===== src/rtl/core/sai_pkg.sv =====
package sai_pkg;

    typedef enum logic [2:0] {
        OP_SEARCH  = 3'd0,
        OP_INSERT  = 3'd1,
        OP_REMOVE  = 3'd2,
        OP_REPLACE = 3'd3,
        OP_CLEAR   = 3'd4
    } opcode_t;

    typedef enum logic [2:0] {
        ST_OK        = 3'd0,
        ST_BUSY      = 3'd1,
        ST_NO_SPACE  = 3'd2,
        ST_NOT_FOUND = 3'd3,
        ST_BAD_POS   = 3'd4
    } status_t;

    // Commands from the controller to the datapath.
    typedef struct packed {
        logic    load;
        logic    issue;
        logic    probe;
        logic    shift_start;
        logic    shift_run;
        logic    write_new;
        logic    write_replace;
        logic    write_overwrite;
        logic    count_inc;
        logic    count_dec;
        logic    count_clear;
        logic    finish;
        logic    report;
        status_t status;
    } sai_cmd_t;

    // Status from the datapath to the controller.
    typedef struct packed {
        opcode_t op;
        logic    locked;
        logic    search_open;
        logic    probe_eq;
        logic    probe_open;
        logic    found;
        logic    full;
        logic    slot_in_range;
        logic    pos_below_last;
        logic    tpos_valid;
        logic    shift_last;
    } sai_stat_t;

endpackage


===== src/rtl/core/sai_ctrl.sv =====
module sai_ctrl
    import sai_pkg::*;
    (
        input  logic      clk,
        input  logic      rst_n,
        input  logic      start,
        input  sai_stat_t stat,
        output sai_cmd_t  cmd,
        output logic      busy,
        output logic      done
    );

    typedef enum logic [2:0] {
        S_IDLE,
        S_DECODE,
        S_PROBE,
        S_LOCATED,
        S_SHIFT_START,
        S_SHIFT_RUN,
        S_WRITE_NEW
    } state_t;

    state_t state_reg;
    state_t state_next;
    logic   done_reg;

    assign busy = (state_reg != S_IDLE);
    assign done = done_reg;

    always_comb
    begin
        cmd        = '0;
        cmd.status = ST_OK;
        state_next = state_reg;
        unique case (state_reg)
            S_IDLE:
            begin
                if (start)
                begin
                    cmd.load   = 1'b1;
                    state_next = S_DECODE;
                end
            end
            S_DECODE:
            begin
                unique case (stat.op) inside
                    OP_SEARCH, OP_INSERT, OP_REMOVE:
                    begin
                        if (stat.op != OP_SEARCH && stat.locked)
                        begin
                            cmd.finish = 1'b1;
                            cmd.status = ST_BUSY;
                            state_next = S_IDLE;
                        end
                        else if (stat.search_open)
                        begin
                            cmd.issue  = 1'b1;
                            state_next = S_PROBE;
                        end
                        else
                        begin
                            state_next = S_LOCATED;
                        end
                    end
                    OP_REPLACE:
                    begin
                        cmd.finish = 1'b1;
                        state_next = S_IDLE;
                        if (stat.tpos_valid)
                        begin
                            cmd.write_replace = 1'b1;
                        end
                        else
                        begin
                            cmd.status = ST_BAD_POS;
                        end
                    end
                    OP_CLEAR:
                    begin
                        cmd.count_clear = 1'b1;
                        cmd.finish      = 1'b1;
                        state_next      = S_IDLE;
                    end
                    default:
                    begin
                        cmd.finish = 1'b1;
                        cmd.status = ST_BAD_POS;
                        state_next = S_IDLE;
                    end
                endcase
            end
            S_PROBE:
            begin
                cmd.probe = 1'b1;
                if (stat.probe_eq || !stat.probe_open)
                begin
                    state_next = S_LOCATED;
                end
            end
            S_LOCATED:
            begin
                unique case (stat.op)
                    OP_SEARCH:
                    begin
                        cmd.finish = 1'b1;
                        cmd.report = stat.found;
                        cmd.status = stat.found ? ST_OK : ST_NOT_FOUND;
                        state_next = S_IDLE;
                    end
                    OP_INSERT:
                    begin
                        if (stat.found)
                        begin
                            cmd.write_overwrite = 1'b1;
                            cmd.finish          = 1'b1;
                            cmd.report          = 1'b1;
                            state_next          = S_IDLE;
                        end
                        else if (stat.full)
                        begin
                            cmd.finish = 1'b1;
                            cmd.status = ST_NO_SPACE;
                            state_next = S_IDLE;
                        end
                        else if (stat.slot_in_range)
                        begin
                            state_next = S_SHIFT_START;
                        end
                        else
                        begin
                            state_next = S_WRITE_NEW;
                        end
                    end
                    OP_REMOVE:
                    begin
                        if (!stat.found)
                        begin
                            cmd.finish = 1'b1;
                            cmd.status = ST_NOT_FOUND;
                            state_next = S_IDLE;
                        end
                        else if (stat.pos_below_last)
                        begin
                            state_next = S_SHIFT_START;
                        end
                        else
                        begin
                            cmd.count_dec = 1'b1;
                            cmd.finish    = 1'b1;
                            cmd.report    = 1'b1;
                            state_next    = S_IDLE;
                        end
                    end
                    default:
                    begin
                        cmd.finish = 1'b1;
                        cmd.status = ST_BAD_POS;
                        state_next = S_IDLE;
                    end
                endcase
            end
            S_SHIFT_START:
            begin
                cmd.shift_start = 1'b1;
                state_next      = S_SHIFT_RUN;
            end
            S_SHIFT_RUN:
            begin
                cmd.shift_run = 1'b1;
                if (stat.shift_last)
                begin
                    if (stat.op == OP_INSERT)
                    begin
                        state_next = S_WRITE_NEW;
                    end
                    else
                    begin
                        cmd.count_dec = 1'b1;
                        cmd.finish    = 1'b1;
                        cmd.report    = 1'b1;
                        state_next    = S_IDLE;
                    end
                end
            end
            S_WRITE_NEW:
            begin
                cmd.write_new = 1'b1;
                cmd.count_inc = 1'b1;
                cmd.finish    = 1'b1;
                state_next    = S_IDLE;
            end
            default:
            begin
                state_next = S_IDLE;
            end
        endcase
    end

    always_ff @(posedge clk or negedge rst_n)
    begin
        if (!rst_n)
        begin
            state_reg <= S_IDLE;
            done_reg  <= 1'b0;
        end
        else
        begin
            state_reg <= state_next;
            done_reg  <= cmd.finish;
        end
    end

endmodule


===== config.mk =====
export PLATFORM = sky130hd
export DESIGN_NAME = sai_ctrl
export DESIGN_NICKNAME = d
export VERILOG_FILES = /design/src/rtl/core/sai_pkg.sv /design/src/rtl/core/sai_ctrl.sv
export SDC_FILE = /design/constraint.sdc
export NUM_CORES = 1
export LEC_CHECK = 0
export BUFFER_PORTS_ARGS = -buffer_cell sky130_fd_sc_hd__buf_2
export CAP_MARGIN = 0
export CORE_MARGIN = 2
export CORE_UTILIZATION = 25
export CTS_CLUSTER_SIZE = 8
export DETAILED_ROUTE_END_ITERATION = 6
export SLEW_MARGIN = 10
export SYNTH_ARGS = -nofsm -noshare
export SYNTH_HDL_FRONTEND = slang
export SYNTH_SLANG_ARGS = --single-unit

===== constraint.sdc =====
create_clock -name clk -period 3.1 [get_ports clk]
set_input_delay 0.93 -clock clk [delete_from_list [all_inputs] [get_ports clk]]
set_output_delay 0.93 -clock clk [all_outputs]
set_load 0.02 [all_outputs]

==> impl_metrics.ini, run 1 <==
[run_status]
outcome = completed

[power]
internal_power_uw = 209
p_per_area_nw_per_um2 = 585
power_switching_uw = 212
power.leakage_nw = 0.377
peakVddDrop_v = 0.000257
p_sw_share_pct = 50.3
pwr-share-seq_pct = 26.6
clkPwrFrac_pct = 15.1
p_comb_share_pct = 58.3

[sta]
worst_slew_pin_slew_ps = 436
setup_viol = 0
rsz0062_at_grt = false
maxSlewViolCount = 0
fmax_mhz = 337
layout_min_cycle_time_ps = 2970
relSlewSlack_pct = 70.9
report.final.hold_viol_count = 0
setup_slack_ps = 132
timing.final.crit_share_pct = 95.8
hold_slack_ps = 492
setup_tns_ps = 0
skew_ps = 6.48

[route]
vias = 665
first_pass_iters = 4
drc = 0
ant_nets = 0
avgViaCountPerCell = 5.04
drt_iter0_markers = 14
post_drt_wl_per_cell_um = 12.2
wl_um = 1610

[floorplanning]
dieArea_um2 = 2460
die_h_um = 49.6
coreArea_um2 = 1960
rows = 16
die_w_um = 49.6
pin_count = 34
initial_core_util_pct = 26.5

[synthesis]
syn_avg_cell_area_um2 = 6.94
ys_ff_latch = 4
synth_edf_count = 0
async_reset_ff_share_pct = 100
synthesis.area_um2 = 520
yosysWarnings = 0
synth_top_flop_cell = dfrtp_1
synth_cell_types = 37
syn_inst = 75
syn-num-nets = 91
yosysSeqAreaShare_pct = 19.2

[final_layout]
num_antenna_cells = 0
drive_gt1_share_pct = 41.9
layout.cells.non_filler = 132
syn_to_final_growth_pct = 38.0
finish.utilization_pct = 36.6
largest_register_ffs = 3
layout.nets = 123

[setup_path]
crit_path_max_fanout = 10
worst_ep_required_time_ps = 2170
crit_type = primary input to output pin
critPathArrivalTime_ps = 2040
start_kind = primary input
ff2ff_setup_slack_ps = 1500
critPathCaptureType = output pin

[cts]
clk_latency_ps = 230
cts_buffer_depth = 2
postCtsSetupBuffers = 0
htreeDepth = 1
clock-sinks = 4
clk_pin_slew_ps = 40
root_buffer = clkbuf_4
cts_buffers = 3
cts_tree = done

[place]
dp_slack_ps = 58.8
gp_congestion = 0.812
dp_hpwl_um = 1290
dp.cells = 129
portBuffers = 33

[global_route]
antenna_found_initial = 0
overflow = 0
track_usage_pct = 14.1
grt_pass1_wl_um = 2740
grt_start_max_net_pins = 16
grt_pass1_vias = 620

[job]
maxCapViolCount = 0

[hold_path]
hp-class = primary input to async pin
## cells in the final DEF, fill, tap and decap left out, types with 2 or more instances in the layout
cell type	count
a31oi_1	2
clkbuf_4	3
nand3_1	2
nand2_1	6
a21oi_1	4
o21ai_1	3
nor2b_1	4
and3_1	2
buf_2	33
nor2_1	6
inv_1	5
nor3_1	3
o21ai_0	4
nand3b_1	2
dfrtp_1	4
## cell families (layout without fill, tap and decap cells)
group / after synthesis / after routing / share of synthesized area (%)
AO/OA/AOI/OAI: 18 / 18 / 21.6
flip-flops: 4 / 4 / 19.2
buffers and inverters: 13 / 43 / 12.0
AND/OR/NAND/NOR: 40 / 40 / 47.1
## synth_stat cells (2+ instances only)
cell / count / area share, %
nand3b_1: 2 / 2.9
dfrtp_1: 4 / 19
nor2_1: 6 / 4.3
a31oi_1: 2 / 2.4
o21ai_1: 3 / 2.9
buf_4: 3 / 4.3
and3_1: 2 / 2.4
o21ai_0: 4 / 3.8
a21oi_1: 4 / 3.8
buf_2: 2 / 1.9
inv_1: 5 / 3.6
nand3_1: 2 / 1.9
nor2b_1: 4 / 4.8
nor3_1: 4 / 3.8
nand2_1: 6 / 4.3
## power groups by stage
stage	clock (mW)	combinational, mW	sequential, mW
finish	0.0636	0.245	0.112
global route	0.0720	0.270	0.118
CTS	0.0668	0.239	0.111
detailed placement	0	0.239	0.111
global placement	0	0.235	0.110
floorplan	0	0.191	0.0884
## layer usage
layer  up-vias  global-route usage [%]  wire (µm)
met3         2                    4.24        114
met1       298                    18.7        717
met5         -                       0          0
met2        30                    21.8        771
li1        335                       -          -
met4         0                    4.17          9
## final cells by class
cell class                      count  area [µm²]
Timing Repair Buffer               33         165
Fill cell                         240        1240
Inverter                            7        26.3
Sequential cell                     4         100
Clock buffer                        3        22.5
Tap cell                           27        33.8
Multi-Input combinational cell     58         370
## worst paths after layout
path,startpoint,to,depth (start not counted)
hold / removal,rst_n,state_reg[2]$_DFFE_PN0P_,1
setup reg to reg,state_reg[1]$_DFFE_PN0P_,state_reg[1]$_DFFE_PN0P_,4
setup / recovery,stat[11],cmd[4],6
min in group clk,state_reg[0]$_DFFE_PN0P_,state_reg[1]$_DFFE_PN0P_,2
hold reg to reg,state_reg[0]$_DFFE_PN0P_,state_reg[1]$_DFFE_PN0P_,2
max in group asynchronous,rst_n,state_reg[0]$_DFFE_PN0P_,1
## repair_timing
| item | CTS | global route |
|---|---|---|
| gates resized for setup | 0 | 2 |
| hold buffers | 0 | 0 |
| setup endpoints to repair | 0 | 1 |
## metrics by stage
stage / cell area (µm²) / total power, mW
6_report: 718 / 0.420
5_1_grt: 718 / 0.460
4_1_cts: 706 / 0.417
3_5_place_dp: 683 / 0.350
3_3_place_gp: 683 / 0.345
2_1_floorplan: 520 / 0.279
## critical path: stages
cell,delay [ps]
buf_2,150
nand2b_1,190
o31a_1,270
nor3_2,170
o311ai_2,140
buf_2,180
Note: power is estimated with default switching activity, not from simulation.
==> run 2: changes to the inputs <==
Settings changed: GPL_TIMING_DRIVEN from default to 0, SKIP_CTS_REPAIR_TIMING from default to 1.
Clock period 3.1 ns to 3.45 ns, I/O delays scaled along.
==> impl_metrics.ini, run 2 (synthesis gave the netlist of run 1 again) <==
[floorplanning]
coreArea_um2 = 1960
die_w_um = 49.6
pin_count = 34
initial_core_util_pct = 26.5
dieArea_um2 = 2460
rows = 16
die_h_um = 49.6

[sta]
setup_viol = 0
relSlewSlack_pct = 72.2
skew_ps = 1.31
timing.final.crit_share_pct = 94.6
maxSlewViolCount = 0
rsz0062_at_grt = false
setup_tns_ps = 0
layout_min_cycle_time_ps = 3260
fmax_mhz = 306
report.final.hold_viol_count = 0
worst_slew_pin_slew_ps = 417

[power]
p_total_uw = 381
pwr-share-seq_pct = 19.8
clkPwrFrac_pct = 14.9
p_comb_share_pct = 65.3
p_sw_share_pct = 49.1
power_switching_uw = 187
peakVddDrop_v = 0.000256
p_per_area_nw_per_um2 = 524
power.leakage_nw = 0.386
internal_power_uw = 194

[route]
wl_um = 1500
vias = 662
first_pass_iters = 4
drc = 0
drt_iter0_markers = 15
avgViaCountPerCell = 4.90
ant_nets = 0
post_drt_wl_per_cell_um = 11.1

[global_route]
grt_start_max_net_pins = 11
overflow = 0
grt_pass1_vias = 566
track_usage_pct = 12.2
antenna_found_initial = 0
grt_pass1_wl_um = 2380

[cts]
clk_latency_ps = 230
clk_pin_slew_ps = 40
cts_buffers = 3
root_buffer = clkbuf_4
cts_tree = done
cts_buffer_depth = 2
htreeDepth = 1
clock-sinks = 4

[setup_path]
crit_buf_inv = 2
path_cells = buf_2 -> nand2b_1 -> o31a_1 -> nor3_1 -> o311ai_1 -> buf_2
start_kind = primary input
crit_path_max_fanout = 10
crit_top_cell = buf_2
critPathArrivalTime_ps = 2230
cp_slowest_cell = o31a_1
worst_ep_required_time_ps = 2410
crit_family = simple AND/OR/NAND/NOR gates
crit_type = primary input to output pin
cp_slowest_stage_delay_ps = 250
critPathCaptureType = output pin

[place]
portBuffers = 30
gp_congestion = 0.794
dp_hpwl_um = 1170

[run_status]
outcome = completed

[final_layout]
syn_to_final_growth_pct = 39.7
finish.utilization_pct = 37.1
layout.nets = 126
largest_register_ffs = 3
drive_gt1_share_pct = 40.7
layout_commonest_cell = buf_2
num_antenna_cells = 0
layout_common_cells = 32 x buf_2, 6 x nand2_1, 6 x nor2_1

[job]
maxCapViolCount = 0

[hold_path]
hp-class = primary input to async pin
[run 2: cell count changes in the layout (fill, tap and decap cells not counted)]
cell	before	now
nor3_1	3	4
buf_4	0	3
o311ai_2	1	0
clkbuf_1	0	1
nor3_2	1	0
o311ai_1	0	1
buf_2	33	32
[run 2: metal layers]
layer,global-route usage [%],part of all wire (%)
met5,0,0
met4,1.39,0
met3,5.45,8.3
met2,18.0,46
met1,16.6,46
[run 2: worst paths after layout]
path | from | endpoint | slack [ps] | depth (start not counted)
max in group asynchronous | rst_n | state_reg[0]$_DFFE_PN0P_ | 2740 | 1
max reg2reg | state_reg[2]$_DFFE_PN0P_ | state_reg[1]$_DFFE_PN0P_ | 1950 | 4
min | rst_n | state_reg[2]$_DFFE_PN0P_ | 600 | 1
min in group clk | state_reg[1]$_DFFE_PN0P_ | state_reg[2]$_DFFE_PN0P_ | 690 | 2
min reg2reg | state_reg[1]$_DFFE_PN0P_ | state_reg[2]$_DFFE_PN0P_ | 690 | 2
max | stat[11] | cmd[4] | 190 | 6
[run 2: metrics by stage]
step / std cells / worst slack (ps) / area [µm²] / hold slack (ps)
after floorplan: 75 / 229 / 520 / 609
after global placement: 132 / 213 / 704 / 689
after detailed placement: 132 / 197 / 704 / 683
after CTS: 135 / 195 / 727 / 590
after global routing: 135 / 105 / 727 / 586
final: 135 / 187 / 727 / 598
[run 2: layout make-up]
type                    count  area [µm²]
flip-flops and latches      4         100
inverters                   7        26.3
multi-input cells          58         358
well taps                  27        33.8
plain buffers               6        36.3
clock buffers               3        22.5
repair buffers             30         150
fillers                   237        1230
[run 2: power groups by stage]
stage          logic (mW)  registers [mW]  clock network, mW
2_1_floorplan       0.172          0.0794                  0
3_3_place_gp        0.247          0.0752                  0
3_5_place_dp        0.249          0.0760                  0
4_1_cts             0.249          0.0755             0.0605
5_1_grt             0.273          0.0777             0.0655
6_report            0.249          0.0753             0.0568
==> run 3: changes to the inputs <==
Settings changed: CELL_PAD_IN_SITES_DETAIL_PLACEMENT from default to 1, CELL_PAD_IN_SITES_GLOBAL_PLACEMENT from default to 1, PLACE_DENSITY_LB_ADDON from default to 0.1.
==> impl_metrics.ini, run 3 (synthesis gave the netlist of run 1 again) <==
[floorplanning]
pin_count = 34
die_h_um = 49.6
rows = 16
coreArea_um2 = 1960
dieArea_um2 = 2460
die_w_um = 49.6
initial_core_util_pct = 26.5

[cts]
clk_latency_ps = 240
cts_buffers = 3
cts_tree = done
clk_pin_slew_ps = 40
root_buffer = clkbuf_4
cts_buffer_depth = 2
htreeDepth = 1
clock-sinks = 4

[final_layout]
layout_common_cells = 32 x buf_2, 6 x nand2_1, 6 x nor2_1
largest_register_ffs = 3
fillers = 284
num_antenna_cells = 0
finish.utilization_pct = 37.1
layout.cells.non_filler = 135
layout_commonest_cell = buf_2
multiInputGateArea_um2 = 358
drive_gt1_share_pct = 40.7
layout.nets = 126
syn_to_final_growth_pct = 39.7
regArea_um2 = 100

[sta]
setup_tns_ps = 0
timing.final.crit_share_pct = 94.6
skew_ps = 2.67
fmax_mhz = 306
setup_viol = 0
maxSlewViolCount = 0
setup_slack_ps = 186
hold_slack_ps = 596
worst_slew_pin_slew_ps = 445
report.final.hold_viol_count = 0
relSlewSlack_pct = 70.3
layout_min_cycle_time_ps = 3260
rsz0062_at_grt = false

[setup_path]
crit_path_max_fanout = 10
worst_ep_required_time_ps = 2410
start_kind = primary input
crit_type = primary input to output pin
critPathArrivalTime_ps = 2230
critPathCaptureType = output pin

[route]
vias = 666
wl_um = 1690
post_drt_wl_per_cell_um = 12.5
ant_nets = 0
avgViaCountPerCell = 4.93
first_pass_iters = 4
drt_iter0_markers = 10
drc = 0

[hold_path]
hp-class = primary input to async pin

[place]
gp_congestion = 0.738
dp_slack_ps = 175
dp_hpwl_um = 1340
portBuffers = 30
dp.cells = 132

[power]
power.leakage_nw = 0.386
p_per_area_nw_per_um2 = 533
peakVddDrop_v = 0.000203

[global_route]
antenna_found_initial = 0
track_usage_pct = 14.3
overflow = 0
grt_start_max_net_pins = 11
grt_pass1_vias = 634
grt_pass1_wl_um = 2840

[run_status]
outcome = completed

[job]
maxCapViolCount = 0
-- run 3: worst max-delay path: stages --
cell and delay [ps]:
buf_2 160, nand2b_1 200, o31a_1 250, nor3_1 220, o311ai_1 170, buf_2 190
-- run 3: cell type report --
type                            instances  area share [%]
Buffer                                  6            4.99
Clock buffer                            3            3.10
Inverter                                7            3.61
Multi-Input combinational cell         58            49.2
Sequential cell                         4            13.8
Tap cell                               27            4.65
Timing Repair Buffer                   30            20.7
-- run 3: final timing paths --
| path | depth (start not counted) | start | slack [ps] | to |
|---|---|---|---|---|
| max | 6 | stat[11] | 190 | cmd[4] |
| min | 1 | rst_n | 600 | state_reg[2]$_DFFE_PN0P_ |
| max reg2reg | 4 | state_reg[2]$_DFFE_PN0P_ | 1920 | state_reg[1]$_DFFE_PN0P_ |
| min reg2reg | 2 | state_reg[1]$_DFFE_PN0P_ | 690 | state_reg[2]$_DFFE_PN0P_ |
| max in group asynchronous | 1 | rst_n | 2730 | done$_DFF_PN0_ |
| min in group clk | 2 | state_reg[1]$_DFFE_PN0P_ | 690 | state_reg[2]$_DFFE_PN0P_ |
-- run 3: metrics by stage --
step                      instance area, µm²  power (mW)
after detailed placement                 704       0.329
after global placement                   704       0.329
final                                    727       0.387
after CTS                                727       0.391
after global routing                     727       0.419
after floorplan                          520       0.251
-- run 3: power breakdown --
group | internal, mW | switching (mW) | total (mW)
clock | 0.0389 | 0.0192 | 0.0582
combinational | 0.0920 | 0.163 | 0.255
sequential | 0.0631 | 0.0114 | 0.0744
total | 0.194 | 0.193 | 0.387
-- run 3: layer usage --
metal | wire length [µm] | part of all wire, % | global-route usage (%) | vias up
met3 | 123 | 7.3 | 3.03 | 2
met1 | 826 | 49 | 19.9 | 303
li1 | - | - | - | 336
met5 | 0 | 0 | 0 | -
met4 | 11 | 0.65 | 5.56 | 0
met2 | 730 | 43 | 21.3 | 25
